===== src/hw/rtl/mbsfl_pkg.sv =====
`timescale 1ns / 1ps
`default_nettype none

package mbsfl_pkg;

    // fixed field widths of the item and result
    localparam int MODE_W   = 2;
    localparam int BUCKET_W = 6;
    localparam int ENTRY_W  = 10;
    localparam int STATUS_W = 2;
    localparam int HEAD_W   = 11;
    localparam int COUNT_W  = 11;

    // default sizing
    localparam int POOL_SIZE_DEF   = 1024;
    localparam int NUM_BUCKETS_DEF = 64;

    // operation codes, any other code only inspects
    localparam logic [MODE_W-1:0] MODE_ALLOC = 2'd0;
    localparam logic [MODE_W-1:0] MODE_POP   = 2'd1;

    // status codes
    localparam logic [STATUS_W-1:0] ST_OK    = 2'd0;
    localparam logic [STATUS_W-1:0] ST_FULL  = 2'd1;
    localparam logic [STATUS_W-1:0] ST_EMPTY = 2'd2;

    typedef struct packed {
        logic [MODE_W-1:0]   mode;
        logic [BUCKET_W-1:0] bucket;
    } cmd_t;

    typedef struct packed {
        logic [ENTRY_W-1:0]  entry_index;
        logic [STATUS_W-1:0] status;
        logic [HEAD_W-1:0]   bucket_head;
        logic                bucket_empty;
        logic [COUNT_W-1:0]  allocated_count;
        logic                pool_full;
    } result_t;

    typedef enum logic [1:0] {
        S_CLEAR,
        S_IDLE,
        S_LOOK,
        S_POP
    } state_t;

    // controller to datapath
    typedef struct packed {
        logic clear;
        logic capture;
        logic look;
        logic pop_fin;
    } ctrl_cmd_t;

    // datapath to controller
    typedef struct packed {
        logic clear_last;
        logic pop_go;
    } dp_status_t;

endpackage

`default_nettype wire


===== src/hw/rtl/mbsfl_ctrl.sv =====
`timescale 1ns / 1ps
`default_nettype none

module mbsfl_ctrl (
    input  wire logic                   clk,
    input  wire logic                   rst_n,
    input  wire logic                   start,
    input  wire mbsfl_pkg::dp_status_t  stat,
    output mbsfl_pkg::ctrl_cmd_t        ctrl,
    output logic                        busy
);

    mbsfl_pkg::state_t state_reg;
    mbsfl_pkg::state_t state_next;

    always_ff @(posedge clk or negedge rst_n)
    begin
        if (!rst_n)
        begin
            state_reg <= mbsfl_pkg::S_CLEAR;
        end
        else
        begin
            state_reg <= state_next;
        end
    end

    always_comb
    begin
        state_next = state_reg;
        ctrl       = '0;
        busy       = 1'b1;
        case (state_reg)
            mbsfl_pkg::S_CLEAR:
            begin
                ctrl.clear = 1'b1;
                if (stat.clear_last)
                begin
                    state_next = mbsfl_pkg::S_IDLE;
                end
            end
            mbsfl_pkg::S_IDLE:
            begin
                busy = 1'b0;
                if (start)
                begin
                    ctrl.capture = 1'b1;
                    state_next   = mbsfl_pkg::S_LOOK;
                end
            end
            mbsfl_pkg::S_LOOK:
            begin
                ctrl.look  = 1'b1;
                // a good pop needs one more link read
                state_next = stat.pop_go ? mbsfl_pkg::S_POP : mbsfl_pkg::S_IDLE;
            end
            mbsfl_pkg::S_POP:
            begin
                ctrl.pop_fin = 1'b1;
                state_next   = mbsfl_pkg::S_IDLE;
            end
            default:
            begin
                state_next = mbsfl_pkg::S_IDLE;
            end
        endcase
    end

endmodule

`default_nettype wire


===== config.mk =====
export PLATFORM = sky130hd
export DESIGN_NAME = mbsfl_ctrl
export DESIGN_NICKNAME = d
export VERILOG_FILES = /design/src/hw/rtl/mbsfl_pkg.sv /design/src/hw/rtl/mbsfl_ctrl.sv
export SDC_FILE = /design/constraint.sdc
export NUM_CORES = 1
export LEC_CHECK = 0
export BUFFER_PORTS_ARGS = -buffer_cell sky130_fd_sc_hd__buf_2
export CORE_AREA = 2 2 39 41
export DETAILED_ROUTE_END_ITERATION = 7
export DIE_AREA = 0 0 41 43
export HOLD_SLACK_MARGIN = 0.08
export PLACE_DENSITY = 0.38
export SLEW_MARGIN = 20
export SYNTH_ARGS = -nofsm -noshare
export SYNTH_HDL_FRONTEND = slang
export SYNTH_SLANG_ARGS = --single-unit

===== constraint.sdc =====
create_clock -name clk -period 3.2 [get_ports clk]
set_input_delay 0.48 -clock clk [delete_from_list [all_inputs] [get_ports clk]]
set_output_delay 0.48 -clock clk [all_outputs]
set_load 0.02 [all_outputs]

## Word-level counts from Yosys, hierarchy flattened

Index checks and enable logic that the tools add are counted.

- Equal/unequal tests: 5
- Muxes and demuxes: 10
- Reduce and logical (&&, ||, !) cells: 2

Operator list:

| cell | number |
|---|---|
| one-hot mux 2 bit (4 select lines) | 1 |
| 2-to-1 mux 1 bit | 6 |
| 2-to-1 mux 2 bit | 3 |
| == test 2 bit, second input constant | 2 |
| inequality test 2 bit, second input constant | 2 |
| == test 2 x 1 -> 1 bit, second input constant | 1 |
| zero test 2 bit | 1 |
| AND reduction 2 bit | 1 |

- Register bits after elaboration: 2
- Input port bits: 5
- Output and inout bits: 5
- Logic and storage cells: 18

## Depth between registers and ports, before layout

Gate-level depths: netlist of run 1.

- Depth after elaboration: 3
- Gate-level depth with buffers: 5
- Gate-level depth less buffers: 5

## Worst setup path before layout of run 1

OpenSTA, ideal clock, no wires.

- Path kind: register -> output
- Start point: reg state_reg[1]
- End point: out ctrl[2] (netlist bit)
- Arrival: 1.107 ns
- Data required time: 2.720 ns
- Setup slack: 1.613 ns
- Stages on the path, launching flop included: 5
- Path buffers: 0
- Cell sequence: dfrtp_1 > inv_1 > ha_1 > inv_1 > nor2_1

RTL lines:

| element | RTL line | RTL |
|---|---|---|
| start, declared | mbsfl_ctrl.sv:13 | `mbsfl_pkg::state_t state_reg;` |
| start signal, assigned | mbsfl_ctrl.sv:20 | `state_reg <= mbsfl_pkg::S_CLEAR;` |
| start signal, assigned | mbsfl_ctrl.sv:24 | `state_reg <= state_next;` |
| end, declared | mbsfl_ctrl.sv:9 | `output mbsfl_pkg::ctrl_cmd_t ctrl,` |

==> results of run 1 <==
[worst register-to-register path: cells and delay by family (launching register included)]
family,cells,cell delay (ps)
multiplexers,1,190
flip-flops,1,380
adder cells (fa/ha/maj),1,210
AND/OR/NAND/NOR,1,130
buffers and inverters,1,80
AO/OA/AOI/OAI,1,100
[routing by layer]
metal / global-route usage, % / vias to the layer above / wire, um
met4: 8.00 / 0 / 0
met3: 1.57 / 0 / 36
met1: 4.50 / 62 / 149
li1: - / 83 / -
met5: 0 / - / 0
met2: 5.94 / 7 / 153
[layout make-up]
type	count	area, um^2	share of cell area [%]
inverter	4	15.0	5.56
multi-input combinational	12	108	39.8
timing repair buffer	10	55.1	20.4
tap	16	20.0	7.41
sequential	2	50.0	18.5
clock buffer	3	22.5	8.33
[metrics by stage]
| stage | hold slack, ps | instance area, um^2 | total power (uW) |
|---|---|---|---|
| global route | 580 | 270 | 278 |
| CTS | 554 | 270 | 261 |
| finish | 565 | 270 | 252 |
| global placement | 269 | 238 | 199 |
| detailed placement | 268 | 238 | 201 |
| floorplan | 184 | 173 | 162 |
[synthesized netlist by cell type, drive strengths merged]
| cell | count | area share, % |
|---|---|---|
| mux2i | 1 | 5.8 |
| ha | 4 | 29 |
| dfrtp | 2 | 29 |
| nor2 | 1 | 2.2 |
| a21o | 1 | 4.3 |
| nor2b | 1 | 8.0 |
| o21ai | 2 | 5.8 |
| a21oi | 1 | 5.1 |
| nand2 | 1 | 2.2 |
| inv | 4 | 8.7 |
[logic make-up (layout without fill, tap and decap cells)]
kind of cell	Yosys count	count (layout)	synth area share [%]
fa+ha+maj	4	4	29.0
compound gates	4	4	15.2
buf+inv	4	17	8.69
simple gates	3	3	12.3
flops	2	2	29.0
mux	1	1	5.80
[report_power, final]
part           internal (uW)  leakage, uW  switching (uW)
combinational           60.6     0.000123            87.9
sequential              37.6    0.0000235            11.0
clock                   41.3    0.0000138            13.6
[worst min path at each step]
stage	slack (ps)	depth (start not counted)	to
floorplan	180	0	state_reg[0]
global placement	270	1	state_reg[1]
detailed placement	270	1	state_reg[1]
CTS	550	2	state_reg[0]
global route	580	2	state_reg[0]
finish	560	2	state_reg[0]
==> run metrics, run 1 <==
row cnt=14; Non-Filler Instances=47; most frequent cells in the layout=9 x buf_2, 4 x inv_1, 4 x ha_1, 3 x clkbuf_4; hold crit path type=in -> async; Cell Chain, Critical Path=inv_1 -> ha_1 -> inv_1 -> nor2_1 -> buf_2; CORE AREA=0.00138 mm^2; setup ws final=1470 ps; R2R depth=5; IO Pins=10; Setup TNS=0 ps; # hold bufs at CTS=1; CTS H-tree lvls=1; pin count of the biggest net entering global routing=5; CP Capture Point=ctrl[2]; Worst path depth=5; Mapped Cells=18; Core Util, Final=19.5%; number of synthesized register bits=2; launch point of the worst reg-to-reg path=state_reg[0]; Worst R2R Setup Slack=2020 ps; initial core utilization=12.5%; Starting DRT DRC Count=2; Clock Skews=3.23 ps; # clock sinks=2; worst rel slew slack=89.0%; CP top delay family=flip-flops; drt total wl=340 um; CP Max Fanout=4; Cell variety after synth=10; WP buf/inv=3; setup bufs post-CTS=0; yosys warns=0; most used cell, CP=inv_1; CTS tree=built; Final setup viols=0; nets=42; pwr/cell area=932 mW/mm^2; First-pass DRT Iterations=2; RSZ-0062 raised after global routing=false; placed instance count=43; CP arrival=1250 ps; # resized after CTS=0; register area share after synthesis=29.0%; max FFs per register=2; DRC errors left=0; worst slack at placement=1690 ps; CTS Buf Count=3; CTS Buffer Depth=2; clk slew on worst S/H paths=30 ps; Worst VDD drop=172 uV; routed vias=152; min cycle time layout=1730 ps; CP max stage delay=390 ps; synthesized area=173 um^2; PortBufs=9; grt ovf=0; Pins Over Slew Limit=0; die height=43 um; Final Cycle Share=54.0%; crit path capture type=output port; crit path launch=state_reg[1]; R2R Path End=state_reg[1]; Leakage=0.000161 uW; Max Clock Freq=0.579 GHz; Max-Cap Viols=0; crit start category=flop; most common cell after layout, fill and taps aside=buf_2; first-pass GRT wire length=496 um; number of routed nets with antenna violations=0; Die Footprint=0.00176 mm^2; initial antenna violation count=0; Slew @ Worst Pin=163 ps; synth-to-layout area growth=56.5%; via density per instance=3.23; clock root cell=clkbuf_4; vias in the first global route=150; die span in x=41 um; routed wire length per instance=7.23 um; critical path class=reg -> out; Final HPWL DP=282 um; Ant. Diodes=0; Syn Nets=27; run status=completed; GPL Wtd Cong=0.606; syn_area_per_cell=9.59 um^2; Final Hold Violating Endpoints=0; Required @ worst endpoint=2720 ps; total track usage=4.82%; fillers=162; Worst-Skew Late Latency=220 ps; Crit-path slowest cell=dfrtp_1; share of layout cells above drive strength 1=45.2%
Power figures use the tool's default switching activity.
==> inputs of run 2 (changes only) <==
--- a/config.mk
+++ b/config.mk
@@ -5,12 +5,13 @@
 export SDC_FILE = /design/constraint.sdc
 export NUM_CORES = 1
 export LEC_CHECK = 0
+export ABC_AREA = 1
 export BUFFER_PORTS_ARGS = -buffer_cell sky130_fd_sc_hd__buf_2
 export CORE_AREA = 2 2 39 41
 export DETAILED_ROUTE_END_ITERATION = 7
 export DIE_AREA = 0 0 41 43
 export HOLD_SLACK_MARGIN = 0.08
-export PLACE_DENSITY = 0.38
+export PLACE_DENSITY = 0.37
 export SLEW_MARGIN = 20
 export SYNTH_ARGS = -nofsm -noshare
 export SYNTH_HDL_FRONTEND = slang
==> constraint.sdc (replaced) <==
create_clock -name clk -period 1.6 [get_ports clk]
set_input_delay 0.24 -clock clk [delete_from_list [all_inputs] [get_ports clk]]
set_output_delay 0.24 -clock clk [all_outputs]
set_load 0.02 [all_outputs]
==> run 2 against run 1 <==
Register-to-register slack lost 1500 ps. Sequential cell count is the same. Count of clock-buffer cells in the layout is the same. Critical endpoint unchanged.
==> run metrics, run 2 <==
Ant. Diodes=0 (unchanged); EDFF count, synth=0 (unchanged); adder and majority cell fraction of the synthesized area=29.6% (+0.64 points); fraction of synthesized area in multiplexers=0% (-5.8 points); most common cell after layout, fill and taps aside=nand2_1; # hold bufs at CTS=1 (unchanged); First-pass DRT Iterations=2 (unchanged); initial antenna violation count=0 (unchanged); setup bufs post-CTS=0 (unchanged); grt ovf=0 (unchanged); Pins Over Slew Limit=0 (unchanged); die height=43 um (unchanged); CTS tree=built; CTS Buffer Depth=2 (unchanged); Leakage=0.000173 uW (+7.9%); routed vias=173 (+14%); routed wire length per instance=6.55 um (-9.5%); # resized after CTS=0 (unchanged); Final setup viols=0 (unchanged); number of routed nets with antenna violations=0 (unchanged); most frequent cells in the layout=11 x nand2_1, 9 x buf_2, 5 x inv_1, 4 x ha_1, 3 x clkbuf_4; synthesized area=169 um^2 (-2.2%); pin count of the biggest net entering global routing=5 (unchanged); Cell variety after synth=6 (-4); Final Cycle Share=87.1%; CTS Buf Count=3 (unchanged); worst slack at placement=427 ps (-1260 ps); Simple-Gate Fraction of Synth Area=24.4% (+12 points); clk slew on worst S/H paths=30 ps (about the same); Max-Cap Viols=0 (unchanged); Die Footprint=0.00176 mm^2 (unchanged); synth-to-layout area growth=57.8%; nets=48 (+14%); Top FF cell, synth=dfrtp_1; yosys warns=0 (unchanged); PortBufs=9 (unchanged); number of synthesized register bits=2 (unchanged); initial core utilization=12.2% (-0.27 points); cell taking the most area after synthesis=dfrtp_1; CTS H-tree lvls=1 (unchanged); xor/xnor share of the synthesized area=0% (unchanged); synth cell count leaders=11 x nand2_1, 5 x inv_1, 4 x ha_1; Final HPWL DP=288 um (+2.2%); Worst VDD drop=407 uV (+140%); # clock sinks=2 (unchanged); via density per instance=3.26 (+0.93%); launch point of the worst reg-to-reg path=state_reg[0]; register area share after synthesis=29.6% (+0.64 points); hold crit path type=in -> async; R2R Path End=state_reg[1]; Clock Skews=2.26 ps (-0.973 ps); PnR Total Power=496 uW (+97%); GPL Wtd Cong=0.594 (-2.1%); Synth Area in Compound Gates=2.96% (-12 points); critical path class=reg -> out; total track usage=5.22% (+0.40 points); crit start category=flop; clock root cell=clkbuf_4; CP Max Fanout=4 (unchanged); Syn Nets=33 (+22%); Setup TNS=0 ps (unchanged); max FFs per register=2 (unchanged); Worst R2R Setup Slack=530 ps (-1490 ps); Starting DRT DRC Count=2 (unchanged); worst rel slew slack=91.3% (+2.2 points); DRC errors left=0 (unchanged); Required @ worst endpoint=1360 ps (-1360 ps); largest family of logic cells by synthesized area=adder cells; crit path capture type=output port; row cnt=14 (unchanged); top-count cell post-synth=nand2_1; pwr/cell area=1860 mW/mm^2 (+100%); die span in x=41 um (unchanged); CP Capture Point=ctrl[2]; Final Hold Slack=333 ps (-232 ps); Final Hold Violating Endpoints=0 (unchanged); min cycle time layout=1390 ps; Mapped Cells=24 (+6); Slew @ Worst Pin=131 ps (-31.9 ps); share of layout cells above drive strength 1=35.1% (-10 points); drt total wl=347 um (+2.1%); IO Pins=10 (unchanged); FFs w/ async S/R, synth=100% (unchanged); RSZ-0062 raised after global routing=false; setup ws final=206 ps (-1270 ps); R2R depth=6 (+1); run status=completed; CORE AREA=0.00138 mm^2 (unchanged); top cells by area, synth=dfrtp_1 30%, ha_1 30%, nand2_1 24%; vias in the first global route=161 (+7.3%); CP arrival=1150 ps (-100 ps); Yosys top cell area share=29.6% (+0.64 points); crit path launch=state_reg[1]; syn_area_per_cell=7.04 um^2 (-27%); Max Clock Freq=0.717 GHz; first-pass GRT wire length=538 um (+8.5%); Worst-Skew Late Latency=220 ps (about the same)
run 2: cell count changes in the layout (fill, tap and decap cells not counted):
cell / previous run / this run
nand2_1: 1 / 11
a21oi_2: 1 / 0
inv_2: 0 / 1
o21ai_1: 0 / 1
nor2b_4: 1 / 0
inv_1: 4 / 5
a21o_1: 1 / 0
o21ai_0: 2 / 0
mux2i_1: 1 / 0
nor2_1: 1 / 0
run 2: stage by stage:
step                instances  util, %  cell area [um^2]
finish                     53     19.3               267
global route               53     19.3               267
CTS                        53     19.3               267
detailed placement         49     16.9               234
global placement           49     16.9               234
floorplan                  24        -               169
run 2: worst min-delay path by stage:
stage	from	to	slack [ps]	cells past startpoint
after floorplan	rst_n	state_reg[0]	-60	0
after global placement	rst_n	state_reg[0]	30	1
after detailed placement	rst_n	state_reg[0]	30	1
after CTS	rst_n	state_reg[0]	320	2
after global routing	rst_n	state_reg[0]	330	2
final	rst_n	state_reg[0]	330	2
run 2: cell type report:
class,count,area [um^2]
Timing Repair Buffer,10,55.1
Inverter,6,22.5
Clock buffer,3,22.5
Tap cell,16,20.0
Multi-Input combinational cell,16,96.3
Fill cell,174,1120
Sequential cell,2,50.0
run 2: critical path, stage by stage (launching register included):
cell and delay (ps):
dfrtp_1 400, inv_1 80, ha_1 190, nand2_1 60, inv_1 40, buf_2 150
run 2: metal layers:
| metal | up-vias | part of all wire, % | GRT usage (%) |
|---|---|---|---|
| li1 | 96 | - | - |
| met1 | 72 | 38 | 5.79 |
| met2 | 5 | 51 | 5.94 |
| met3 | 0 | 11 | 1.57 |
| met4 | 0 | 0 | 8.00 |
| met5 | - | 0 | 0 |
run 2: cells by family after synthesis:
kind of cell,count (synthesis)
and+or+nand+nor,11
adders and majority gates,4
DFF,2
buffers and inverters,6
AOI/OAI and AO/OA,1
run 2: power by group:
group | switching [uW] | internal, uW | total (uW) | leakage, uW
clock | 29.2 | 82.8 | 112 | 0.0000138
combinational | 184 | 101 | 286 | 0.000135
sequential | 23.3 | 75.0 | 98.3 | 0.0000242
total | 237 | 259 | 496 | 0.000173
